==> src/sv/u8pl_pkg.sv <==
`timescale 1ns / 1ps

package u8pl_pkg;

    // byte classes
    localparam logic [7:0] LEAD2_LO  = 8'hC2;
    localparam logic [7:0] LEAD2_HI  = 8'hDF;
    localparam logic [7:0] LEAD3_LO  = 8'hE0;
    localparam logic [7:0] LEAD3_HI  = 8'hEF;
    localparam logic [7:0] CONT_MASK = 8'hC0;
    localparam logic [7:0] CONT_TAG  = 8'h80;

    // replacement character '?'
    localparam logic [15:0] REPL_CP   = 16'h003F;
    localparam logic [6:0]  REPL_BASE = 7'h3F;

    // pending byte count
    localparam logic [1:0] HELD_NONE = 2'd0;
    localparam logic [1:0] HELD_ONE  = 2'd1;
    localparam logic [1:0] HELD_TWO  = 2'd2;

    // result queue sizing: up to three results per byte plus one still waiting
    localparam int MAX_RES = 3;
    localparam int QDEPTH  = 4;
    localparam int QPTR_W  = $clog2(QDEPTH);
    localparam int QCNT_W  = $clog2(QDEPTH + 1);

    typedef enum logic [2:0] {
        ACC_NONE   = 3'd0,
        ACC_ACUTE  = 3'd1,
        ACC_DOT    = 3'd2,
        ACC_OGONEK = 3'd3,
        ACC_STROKE = 3'd4
    } accent_t;

    typedef struct packed {
        logic [15:0] code_point;
        logic [6:0]  base_letter;
        accent_t     accent_kind;
        logic        last_of_run;
    } res_entry_t;

    typedef struct packed {
        logic [1:0]                 num;
        res_entry_t [MAX_RES-1:0]   slot;
    } res_bundle_t;

    // code point to drawn letter plus diacritic
    function automatic res_entry_t make_entry(logic [15:0] cp, logic last);
        res_entry_t e;
        e.code_point  = cp;
        e.base_letter = (cp < 16'h0080) ? cp[6:0] : REPL_BASE;
        e.accent_kind = ACC_NONE;
        e.last_of_run = last;
        case (cp)
            16'h0104: begin e.base_letter = 7'h41; e.accent_kind = ACC_OGONEK; end
            16'h0105: begin e.base_letter = 7'h61; e.accent_kind = ACC_OGONEK; end
            16'h0106: begin e.base_letter = 7'h43; e.accent_kind = ACC_ACUTE;  end
            16'h0107: begin e.base_letter = 7'h63; e.accent_kind = ACC_ACUTE;  end
            16'h0118: begin e.base_letter = 7'h45; e.accent_kind = ACC_OGONEK; end
            16'h0119: begin e.base_letter = 7'h65; e.accent_kind = ACC_OGONEK; end
            16'h0141: begin e.base_letter = 7'h4C; e.accent_kind = ACC_STROKE; end
            16'h0142: begin e.base_letter = 7'h6C; e.accent_kind = ACC_STROKE; end
            16'h0143: begin e.base_letter = 7'h4E; e.accent_kind = ACC_ACUTE;  end
            16'h0144: begin e.base_letter = 7'h6E; e.accent_kind = ACC_ACUTE;  end
            16'h00D3: begin e.base_letter = 7'h4F; e.accent_kind = ACC_ACUTE;  end
            16'h00F3: begin e.base_letter = 7'h6F; e.accent_kind = ACC_ACUTE;  end
            16'h015A: begin e.base_letter = 7'h53; e.accent_kind = ACC_ACUTE;  end
            16'h015B: begin e.base_letter = 7'h73; e.accent_kind = ACC_ACUTE;  end
            16'h0179: begin e.base_letter = 7'h5A; e.accent_kind = ACC_ACUTE;  end
            16'h017A: begin e.base_letter = 7'h7A; e.accent_kind = ACC_ACUTE;  end
            16'h017B: begin e.base_letter = 7'h5A; e.accent_kind = ACC_DOT;    end
            16'h017C: begin e.base_letter = 7'h7A; e.accent_kind = ACC_DOT;    end
            default: ;
        endcase
        return e;
    endfunction

endpackage

==> src/sv/utf8_decode_polish_transliterate_unit.sv <==
`timescale 1ns / 1ps

// channel   | ports                    | payload
// ----------+--------------------------+-----------------------------------------------
// byte in   | s_axis_t{valid,ready}    | tdata[7:0] text_byte
// char out  | m_axis_t{valid,ready}    | tdata code_point, base_letter, accent_kind;
//           |                          | tlast last_of_run
//
// each input transaction is decoded in the cycle it is taken; its 0..3 results land in a
// four-entry result queue and leave one per cycle while m_axis_tready is high, the first
// result entering the queue on the cycle after the input transaction.
// input is taken while the queue holds at most one result, so a stream of one result
// per byte runs at one byte per cycle while m_axis_tready is high; a byte giving two or
// three results takes more output bandwidth and briefly holds off s_axis_tready.
// rst_n clears the pending lead bytes and empties the queue.
// a stall on m_axis_tready holds the current result and fills the queue.

module utf8_decode_polish_transliterate_unit
    import u8pl_pkg::*;
(
    input  logic        clk,
    input  logic        rst_n,
    input  logic        s_axis_tvalid,
    output logic        s_axis_tready,
    input  logic [7:0]  s_axis_tdata,   // [7:0] text_byte
    output logic        m_axis_tvalid,
    input  logic        m_axis_tready,
    output logic [31:0] m_axis_tdata,   // [15:0] code_point, [22:16] base_letter,
                                        // [25:23] accent_kind, [31:26] zero
    output logic        m_axis_tlast    // last_of_run
);

    res_bundle_t res;
    logic        accept;
    logic        pop;

    // result queue, payload only
    res_entry_t        q_reg [QDEPTH];
    logic [QPTR_W-1:0] rd_ptr_reg, rd_ptr_next;
    logic [QPTR_W-1:0] wr_ptr_reg, wr_ptr_next;
    logic [QCNT_W-1:0] cnt_reg, cnt_next;
    logic [QCNT_W-1:0] push_cnt;
    res_entry_t        head;

    // room for a full three-result transaction even with one result still waiting
    assign s_axis_tready = cnt_reg <= QCNT_W'(QDEPTH - MAX_RES);
    assign accept        = s_axis_tvalid && s_axis_tready;
    assign m_axis_tvalid = cnt_reg != '0;
    assign pop           = m_axis_tvalid && m_axis_tready;

    u8pl_decode u_decode
    (
        .clk       (clk),
        .rst_n     (rst_n),
        .accept    (accept),
        .text_byte (s_axis_tdata),
        .res       (res)
    );

    assign push_cnt    = accept ? QCNT_W'(res.num) : '0;
    assign cnt_next    = cnt_reg + push_cnt - QCNT_W'(pop);
    assign wr_ptr_next = wr_ptr_reg + push_cnt[QPTR_W-1:0];
    assign rd_ptr_next = rd_ptr_reg + QPTR_W'(pop);

    always_ff @(posedge clk or negedge rst_n)
    begin
        if (!rst_n)
        begin
            rd_ptr_reg <= '0;
            wr_ptr_reg <= '0;
            cnt_reg    <= '0;
        end
        else
        begin
            rd_ptr_reg <= rd_ptr_next;
            wr_ptr_reg <= wr_ptr_next;
            cnt_reg    <= cnt_next;
        end
    end

    // results of one transaction go to consecutive entries
    always_ff @(posedge clk)
    begin
        for (int i = 0; i < MAX_RES; i++)
        begin
            if (accept && (2'(i) < res.num))
            begin
                q_reg[wr_ptr_reg + QPTR_W'(i)] <= res.slot[i];
            end
        end
    end

    assign head         = q_reg[rd_ptr_reg];
    assign m_axis_tdata = {6'd0, head.accent_kind, head.base_letter, head.code_point};
    assign m_axis_tlast = head.last_of_run;

endmodule

==> src/sv/u8pl_decode.sv <==
`timescale 1ns / 1ps

module u8pl_decode
    import u8pl_pkg::*;
(
    input  logic        clk,
    input  logic        rst_n,
    input  logic        accept,
    input  logic [7:0]  text_byte,
    output res_bundle_t res
);

    logic [7:0] held_lead_reg, held_lead_next;
    logic [7:0] held_second_reg, held_second_next;
    logic [1:0] held_count_reg, held_count_next;

    logic        b_cont;
    logic        lead_is2;
    logic        b_lead;
    logic        fresh_v;
    logic        fresh_hold;
    logic [15:0] fresh_cp;
    logic [1:0]  rep;
    logic        tail_v;
    logic [15:0] tail_cp;
    logic [1:0]  num;

    assign b_cont   = (text_byte & CONT_MASK) == CONT_TAG;
    assign lead_is2 = (held_lead_reg >= LEAD2_LO) && (held_lead_reg <= LEAD2_HI);
    assign b_lead   = (text_byte >= LEAD2_LO) && (text_byte <= LEAD3_HI);

    // byte taken as a new lead with nothing pending
    always_comb
    begin
        fresh_v    = 1'b0;
        fresh_hold = 1'b0;
        fresh_cp   = REPL_CP;
        if (!text_byte[7])
        begin
            fresh_v  = 1'b1;
            fresh_cp = {8'h00, text_byte};
        end
        else if (b_lead)
        begin
            fresh_hold = 1'b1;
        end
        else
        begin
            fresh_v = 1'b1;
        end
    end

    always_comb
    begin
        rep              = 2'd0;
        tail_v           = 1'b0;
        tail_cp          = REPL_CP;
        held_lead_next   = held_lead_reg;
        held_second_next = held_second_reg;
        held_count_next  = HELD_NONE;
        if (text_byte == 8'h00)
        begin
            // flush: one replacement per pending byte
            rep              = (held_count_reg == HELD_NONE) ? 2'd0 :
                               (held_count_reg == HELD_ONE)  ? 2'd1 : 2'd2;
            held_lead_next   = 8'h00;
            held_second_next = 8'h00;
        end
        else
        begin
            case (held_count_reg)
                HELD_ONE:
                begin
                    if (b_cont && lead_is2)
                    begin
                        tail_v  = 1'b1;
                        tail_cp = {5'd0, held_lead_reg[4:0], text_byte[5:0]};
                    end
                    else if (b_cont)
                    begin
                        held_second_next = text_byte;
                        held_count_next  = HELD_TWO;
                    end
                    else
                    begin
                        rep     = 2'd1;
                        tail_v  = fresh_v;
                        tail_cp = fresh_cp;
                        if (fresh_hold)
                        begin
                            held_lead_next  = text_byte;
                            held_count_next = HELD_ONE;
                        end
                    end
                end
                HELD_TWO:
                begin
                    if (b_cont)
                    begin
                        tail_v  = 1'b1;
                        tail_cp = {held_lead_reg[3:0], held_second_reg[5:0],
                                   text_byte[5:0]};
                    end
                    else
                    begin
                        rep     = 2'd2;
                        tail_v  = fresh_v;
                        tail_cp = fresh_cp;
                        if (fresh_hold)
                        begin
                            held_lead_next  = text_byte;
                            held_count_next = HELD_ONE;
                        end
                    end
                end
                default:
                begin
                    tail_v  = fresh_v;
                    tail_cp = fresh_cp;
                    if (fresh_hold)
                    begin
                        held_lead_next  = text_byte;
                        held_count_next = HELD_ONE;
                    end
                end
            endcase
        end
    end

    // replacements first, then the tail character
    assign num = rep + {1'b0, tail_v};

    always_comb
    begin
        res.num = num;
        for (int i = 0; i < MAX_RES; i++)
        begin
            res.slot[i] = make_entry((2'(i) < rep) ? REPL_CP : tail_cp,
                                     2'(i) == (num - 2'd1));
        end
    end

    always_ff @(posedge clk or negedge rst_n)
    begin
        if (!rst_n)
        begin
            held_lead_reg   <= 8'h00;
            held_second_reg <= 8'h00;
            held_count_reg  <= HELD_NONE;
        end
        else if (accept)
        begin
            held_lead_reg   <= held_lead_next;
            held_second_reg <= held_second_next;
            held_count_reg  <= held_count_next;
        end
    end

endmodule

==> config.mk <==
export PLATFORM = sky130hd
export DESIGN_NAME = utf8_decode_polish_transliterate_unit
export DESIGN_NICKNAME = d
export VERILOG_FILES = /design/src/sv/u8pl_pkg.sv /design/src/sv/utf8_decode_polish_transliterate_unit.sv /design/src/sv/u8pl_decode.sv
export SDC_FILE = /design/constraint.sdc
export NUM_CORES = 1
export LEC_CHECK = 0
export BUFFER_PORTS_ARGS = -buffer_cell sky130_fd_sc_hd__clkbuf_2
export CAP_MARGIN = 20
export CORE_UTILIZATION = 56
export CTS_CLUSTER_SIZE = 30
export DETAILED_ROUTE_END_ITERATION = 7
export GPL_TIMING_DRIVEN = 0
export PLACE_DENSITY_LB_ADDON = 0.15
export REMOVE_ABC_BUFFERS = 1
export SYNTH_ARGS = -nofsm -noshare
export SYNTH_HDL_FRONTEND = slang
export SYNTH_SLANG_ARGS = --single-unit
==> constraint.sdc <==
create_clock -name clk -period 4.6 [get_ports clk]
set_input_delay 0.23 -clock clk [delete_from_list [all_inputs] [get_ports clk]]
set_output_delay 0.23 -clock clk [all_outputs]
set_load 0.02 [all_outputs]
; Word-level counts from Yosys, hierarchy flattened
; Memories as Yosys holds them, arrays and structs flattened.
; Index checks and enable logic that the tools add are counted.
; Widths: inputs -> output; s select.
[word_totals]
ramBits = 108
memories = 1
wordCells = 159
regBits = 23
in_bits = 12
output_inout_bits = 35
[mem_list]
columns = memory, words, width, read_ports, rd_clocked_by_memory_dff, wr, line_no
row1 = q_reg, 4, 27, 1, 0, 3, utf8_decode_polish_transliterate_unit.sv:38  ; res_entry_t q_reg [QDEPTH];
[classes]
n_eq_ne = 61
mux = 53
add_sub_neg = 8
order_cmp = 14
n_reduce_logical = 16
[ops]
columns = cell, n
row1 = $eq 16x9->1 const B, 48
row2 = $pmux 10 s18, 3
row3 = $mux 16, 7
row4 = $eq 16x8->1 const B, 6
row5 = $lt 16x8->1 const B, 3
row6 = $mux 8, 4
row7 = $pmux 16 s2, 1
row8 = $mux 7, 4
row9 = $mux 6, 4
row10 = $mux 2, 10
row11 = $ge 8x8->1 const B, 2
row12 = $le 8x8->1 const B, 2
row13 = $mux 1, 16
row14 = $pmux 8 s2, 1
row15 = $logic_and 1x1->1, 8
row16 = $logic_not 8->1, 1
row17 = $lt 1x2->1 const A, 4
row18 = $pmux 2 s2, 2
row19 = $add 2x1->2, 2
row20 = $eq 2x2->1 const B, 2
row21 = $logic_not 2->1, 2
row22 = $lt 2x2->1 const A, 2
row23 = $reduce_and 4->1, 1
row24 = $reduce_bool 2->1, 2
row25 = other kinds (15), 15

; Longest topological paths before layout
; Gate-level depths: netlist of run 1.
[depth]
word_depth = 13
ltp_mapped = 16
depth_no_buf = 13

; Hierarchy
; A second synthesis of run 1 with hierarchy kept.
[unflattened]
cells_unflattened = 1144
area_unflattened_um2 = 10805.4
[by_module_without_submodules]
columns = mod, area_per_inst_um2, n_inst, seq_area_each_um2, cells_each
row1 = utf8_decode_polish_transliterate_unit, 7696.1, 1, 3418.3, 721
row2 = u8pl_decode, 3109.2, 1, 400.4, 423

; Least setup slack after synthesis of run 1
; Ideal clock, no wire load.
[synth_timing]
path_type = reg-to-reg
startpoint = register u_decode.held_count_reg[0]
endpoint = memory q_reg[2][0] in the netlist's numbering (enable)
setup_slack_ps = -218
arrival_ps = 4368
t_required_ps = 4149
path_stages_with_launch = 12
synth_period_minus_slack_ps = 4818
n_path_buf = 2
setup_time_ps = 451
cell_sequence = dfrtp_1 -> inv_1 -> ha_1 -> clkbuf_1 -> a22oi_1 -> nor2_1 -> ha_1 -> clkbuf_1 -> clkinv_1 -> a21oi_1 -> nor2_1 -> nor3b_1
[synth_lines]
columns = item, line_no
row1 = from (decl), u8pl_decode.sv:15  ; logic [1:0] held_count_reg, held_count_next;
row2 = from (signal assigned), u8pl_decode.sv:155  ; held_count_reg <= held_count_next;
row3 = to (decl), utf8_decode_polish_transliterate_unit.sv:38

==> results of run 1 <==
-- power breakdown --
| group | internal, mW | total, mW | switching (mW) |
|---|---|---|---|
| combinational | 0.846 | 2.14 | 1.29 |
| sequential | 1.51 | 1.71 | 0.199 |
| clock | 0.715 | 1.21 | 0.491 |
-- layer usage --
| metal | wire length [um] | track usage [%] | vias up |
|---|---|---|---|
| li1 | - | - | 2950 |
| met1 | 9590 | 43.3 | 3244 |
| met2 | 10800 | 50.5 | 408 |
| met3 | 1870 | 6.32 | 56 |
| met4 | 829 | 14.3 | 0 |
| met5 | 0 | 0 | - |
-- cell usage in the layout, fill, tap and decap left out, drive strengths merged, types with 5 or more instances in the layout --
cell type  Yosys  layout
mux4          27      27
o21ai         22      22
and2          27      27
o2111ai        5       5
o22ai          9       9
or3            7       7
nor3          31      31
nand4          6       6
and3          12      12
dfrtp         23      23
nor4          14      14
a22oi         29      29
clkbuf        26      63
a2111oi        6       6
nor2          59      59
a21o           5       5
inv           23      26
conb           1       6
edfxtp       108     108
a221o          8       8
a22o          16      16
nand2         56      56
o221ai        13      13
buf           25      17
clkinv         1       6
o211ai         9       9
nand3         25      25
or4            9       9
a211oi        10      10
a21oi         27      27
ha             9       9
mux2          14      14
-- repair_timing --
action	in CTS	in global routing
endpoints found under the hold margin	23	0
gates resized for setup	5	18
pin swaps	0	2
endpoints found under the setup margin	21	34
hold buffers	1	0
buffers inserted	0	3
-- cells by family (layout without fill, tap and decap cells) --
kind of cell,after synthesis,in the layout
XOR/XNOR,6,6
other,1,6
flip-flops,131,131
adder cells (fa/ha/maj),11,11
multiplexers,43,43
AO/OA/AOI/OAI,193,193
buffers and inverters,75,114
AND/OR/NAND/NOR,269,269
-- final cells by class --
class | count | area share, %
clock buffer | 23 | 5.07
sequential | 131 | 41.4
multi-input combinational | 528 | 45.0
timing repair buffer | 58 | 4.50
clock inverter | 9 | 0.637
tap | 180 | 2.44
inverter | 24 | 0.976
-- worst max path at each step --
stage	to	start	cells after the start
after global routing	q_reg[2][9]	u_decode.held_count_reg[1]	12
after global placement	q_reg[2][19]	s_axis_tdata[1]	9
after CTS	q_reg[2][5]	u_decode.held_count_reg[0]	11
after floorplan	q_reg[2][0]	u_decode.held_count_reg[0]	9
after detailed placement	q_reg[2][5]	u_decode.held_count_reg[0]	11
final	q_reg[1][9]	u_decode.held_lead_reg[3]	10
-- worst max-delay path: stages, from the launching register on --
cell and delay [ns]:
dfrtp_1 0.57, or4_4 0.60, a311oi_4 0.71, nor3_1 0.29
buf_2 0.27, nand4_1 0.20, nor3_1 0.07, a2111oi_0 0.56
o21ai_0 0.31, a211oi_2 0.43, o221ai_1 0.20
-- per-stage QoR --
step	setup WS [ns]	instances	total power [mW]
floorplan	0.000245	683	3.11
global placement	-2.33	903	3.69
detailed placement	-0.415	917	3.81
CTS	0.0109	950	5.02
global route	0.0373	953	5.29
finish	0.109	953	5.06
==> run summary, run 1 <==
outcome -> finished clean
ANT cells -> 0
Seq/Total Area, Yosys -> 46.7%
first-pass GRT wire length -> 35,500 um
#FFs+latches synth -> 131
Largest register FFs -> 108
Area growth syn-to-layout -> 13.0%
vias in the first global route -> 6,369
Post-Synth Adder-Cell Area -> 1.75%
Critical R2R Launch -> u_decode.held_lead_reg[3]
initial antenna violation count -> 0
post-route cell area -> 9230 um2
via count -> 6,658
setup TNS -> 0 ns
fin crit share -> 97.6%
Final GP Congestion -> 0.969
core area -> 14,000 um2
classification of the worst setup path -> register to register
detail-routed via count per cell -> 6.99
worst-path fanout max -> 16
Synth top cells by count -> 108 x edfxtp_1, 59 x nor2_1, 55 x nand2_1, 28 x a22oi_1, 28 x nor3_1
Worst VDD drop -> 0.000353 V
ys async rst share -> 17.6%
Cells after Synth -> 729
CTS Buffer Depth -> 2
skew final -> 0.00846 ns
Slew Limit Fails -> 0
Synth area leader -> edfxtp_1
Fillers -> 1,072
Synth Flop Type -> edfxtp_1
Starting Density -> 58.2%
Die ar. -> 15,100 um2
Synth Cell Area -> 8170 um2
min Tclk post-route -> 4.49 ns
final hold violations -> 0
Post-synth EDFFs -> 108
Slew @ Worst Pin -> 1.01 ns
WHS -> 0.134 ns
R2R depth -> 10
nets@finish -> 782
setup violators final -> 0
Worst EP arrival -> 4.63 ns
Mean Syn Cell Area -> 11.2 um2
All-Layer GR Usage -> 32.2%
largest family of logic cells by synthesized area -> compound AO/OA/AOI/OAI gates
Overflow after GRT -> 0
Synth Area in Simple Gates -> 17.8%
number of buffers added on ports -> 40
Rows -> 43
area share of the largest cell type after synthesis -> 39.7%
Die X -> 123 um
R2R Setup Slk -> 0.11 ns
fmax -> 223 MHz
Routed Antenna Nets -> 0
LEAKAGE -> 3.39 nW
DRC Markers -> 0
Hold Crit Depth -> 2
largest net degree at the start of global routing -> 28
TritonCTS Buffers -> 17
Pwr Density -> 548 nW/um2
multiplexer share of the synthesized area -> 9.62%
Post-DP HPWL -> 17,100 um
routed wire length per instance -> 24.2 um
DRT Pass-1 Iters -> 5
clock-pin transition on the worst setup and hold timing paths -> 0.05 ns
share of layout cells above drive strength 1 -> 24.6%
clock insertion delay at the later pin of the skew report -> 0.42 ns
RR Endpoint -> q_reg[1][9]
final core utilization -> 65.7%
Setup crit start kind -> register
CTS sink cnt -> 131
XOR/XNOR share of the synthesized area -> 0.643%
Sequential cell area -> 3820 um2
endpoint type of the worst setup path -> register
Rel. slew slack -> 31.6%
ranking of synthesized cells by area -> edfxtp_1 40%, mux4_2 7.4%, dfrtp_1 7.0%, nor2_1 2.7%, a22oi_1 2.6%
multi-input logic area -> 4150 um2
count leader, synth -> edfxtp_1
hold wc startpoint -> s_axis_tdata[3]
library cells used by synthesis -> 95
dpl cell area -> 8580 um2
Ys Warns -> 0
RSZ-0062 raised after global routing -> false
hold path endpoint -> u_decode.held_lead_reg[3]
DRT iter0 DRCs -> 774
Die H -> 123 um
HP Class -> input port to register
I/O Pins -> 47
H-tree depth -> 4
CTS tree -> yes
CP Data Required Time -> 4.74 ns
Compound-Gate Fraction of Synth Area -> 19.1%
Max Cap Viol -> 0
WL final -> 23,000 um
Root Buffer -> clkbuf_16
No activity file was read; power rests on OpenSTA's default activity.
==> inputs of run 2 (changes only) <==
--- a/config.mk
+++ b/config.mk
@@ -7,7 +7,7 @@
 export LEC_CHECK = 0
 export BUFFER_PORTS_ARGS = -buffer_cell sky130_fd_sc_hd__clkbuf_2
 export CAP_MARGIN = 20
-export CORE_UTILIZATION = 56
+export CORE_UTILIZATION = 35
 export CTS_CLUSTER_SIZE = 30
 export DETAILED_ROUTE_END_ITERATION = 7
 export GPL_TIMING_DRIVEN = 0
==> run 2 against run 1 <==
Net effect:
- first-iteration DRC count shrank 36%
- wire length grew 7.7%
- maximum frequency is 2.0% higher
- cell area grew 2.3%
- critical path depth up 2
- clock-buffer cell count is 4 lower
==> run summary, run 2 (same netlist as run 1, synthesis figures left out) <==
Slew @ Worst Pin -> 1.00 ns
ANT cells -> 0
Largest register FFs -> 108
fmax -> 227 MHz
hold wc startpoint -> s_axis_tdata[3]
Rel. slew slack -> 32.8%
skew final -> 0.00858 ns
I/O Pins -> 47
Setup crit start kind -> register
Pwr Density -> 542 nW/um2
vias in the first global route -> 6,472
DRT Pass-1 Iters -> 5
Slew Limit Fails -> 0
clock insertion delay at the later pin of the skew report -> 0.42 ns
Area growth syn-to-layout -> 15.5%
nets@finish -> 787
routed wire length per instance -> 22.8 um
Starting Density -> 35.9%
DRT iter0 DRCs -> 495
endpoint type of the worst setup path -> register
first-pass GRT wire length -> 38,200 um
pre-CTS WS -> -0.451 ns
CTS tree -> yes
largest net degree at the start of global routing -> 29
Final GP Congestion -> 0.920
outcome -> finished clean
Overflow after GRT -> 0
LEAKAGE -> 3.41 nW
crit path launch -> u_decode.held_count_reg[1]
Post-DP HPWL -> 18,900 um
Rows -> 55
R2R Setup Slk -> 0.20 ns
initial antenna violation count -> 0
HP Class -> input port to register
min Tclk post-route -> 4.40 ns
Die ar. -> 24,000 um2
number of buffers added on ports -> 40
Routed Antenna Nets -> 0
commonest non-fill, non-tap cell in the layout -> edfxtp_1
Worst EP arrival -> 4.57 ns
classification of the worst setup path -> register to register
final hold violations -> 0
DRC Markers -> 0
final core utilization -> 41.4%
Root Buffer -> clkbuf_16
Die X -> 155 um
CTS sink cnt -> 131
Worst VDD drop -> 0.000273 V
clock-pin transition on the worst setup and hold timing paths -> 0.06 ns
CP Data Required Time -> 4.76 ns
via count -> 6,548
core area -> 22,800 um2
All-Layer GR Usage -> 21.6%
share of layout cells above drive strength 1 -> 24.8%
fin crit share -> 95.7%
Critical R2R Launch -> u_decode.held_count_reg[1]
WL final -> 24,800 um
worst-path fanout max -> 14
CTS Buffer Depth -> 2
commonest cells after routing, fill and taps aside -> 108 x edfxtp_1, 55 x nand2_1, 54 x nor2_1
setup TNS -> 0 ns
PnR worst setup slack -> 0.198 ns
Max Cap Viol -> 0
TritonCTS Buffers -> 17
Die H -> 155 um
detail-routed via count per cell -> 6.01
H-tree depth -> 4
setup violators final -> 0
run 2: changes by cell type in the layout (fill, tap and decap cells not counted), sizes merged:
cell	delta
buf	+4
bufinv	+1
clkbuf	-3
clkinv	+1
clkinvlp	+3
inv	-2
run 2: cell type report:
| type | count | area (um2) |
|---|---|---|
| clock buffers | 19 | 433 |
| clock inverters | 12 | 110 |
| fillers | 2181 | 13300 |
| inverters | 24 | 90.1 |
| multi-input cells | 528 | 4140 |
| flip-flops and latches | 131 | 3820 |
| well taps | 313 | 392 |
| repair buffers | 63 | 450 |
run 2: worst paths after layout:
check / to / cells past startpoint
setup / recovery: q_reg[1][5] / 12
hold / removal: u_decode.held_lead_reg[3] / 2
setup reg to reg: q_reg[1][5] / 12
hold reg to reg: cnt_reg[2] / 1
max in group asynchronous: rd_ptr_reg[1] / 2
min in group asynchronous: cnt_reg[2] / 2
run 2: routing by layer:
metal  wire length (um)  up-vias  GRT usage [%]
met5                  0        -              0
met4                645        0           8.44
met3               1310       43           4.71
met2              11600      251           33.7
met1              11300     3286           29.2
li1                   -     2968              -
run 2: critical path: stages (launching register included):
cell and delay, ns:
dfrtp_1 0.35, inv_1 0.08, ha_2 0.48, a22oi_1 0.16, nor2_1 0.56, ha_1 0.25, inv_1 0.05, nand3_1 0.12
nand3b_2 0.24, or2_2 0.48, nor2_1 0.74, nor2_1 0.26, a221o_1 0.36
run 2: what timing repair did:
action,in CTS,in global routing
gates resized for setup,7,12
endpoints found under the setup margin,22,25
endpoints found under the hold margin,23,0
hold buffers,1,0
buffers inserted,3,3
pin swaps,0,1
run 2: through the flow:
| step | cell area [um2] | hold slack, ns | instances | total power [mW] |
|---|---|---|---|---|
| floorplan | 7930 | -0.0656 | 683 | 3.11 |
| global placement | 8520 | 0.249 | 1036 | 3.76 |
| detailed placement | 8750 | 0.269 | 1051 | 3.85 |
| CTS | 9350 | 0.118 | 1086 | 5.11 |
| global route | 9440 | 0.123 | 1090 | 5.39 |
| finish | 9440 | 0.137 | 1090 | 5.11 |
run 2: power by group:
group | internal, mW | switching [mW] | total (mW) | leakage, nW
logic | 0.841 | 1.25 | 2.09 | 1.88
registers | 1.51 | 0.255 | 1.77 | 1.27
clock network | 0.739 | 0.512 | 1.25 | 0.255
total | 3.09 | 2.02 | 5.11 | 3.41
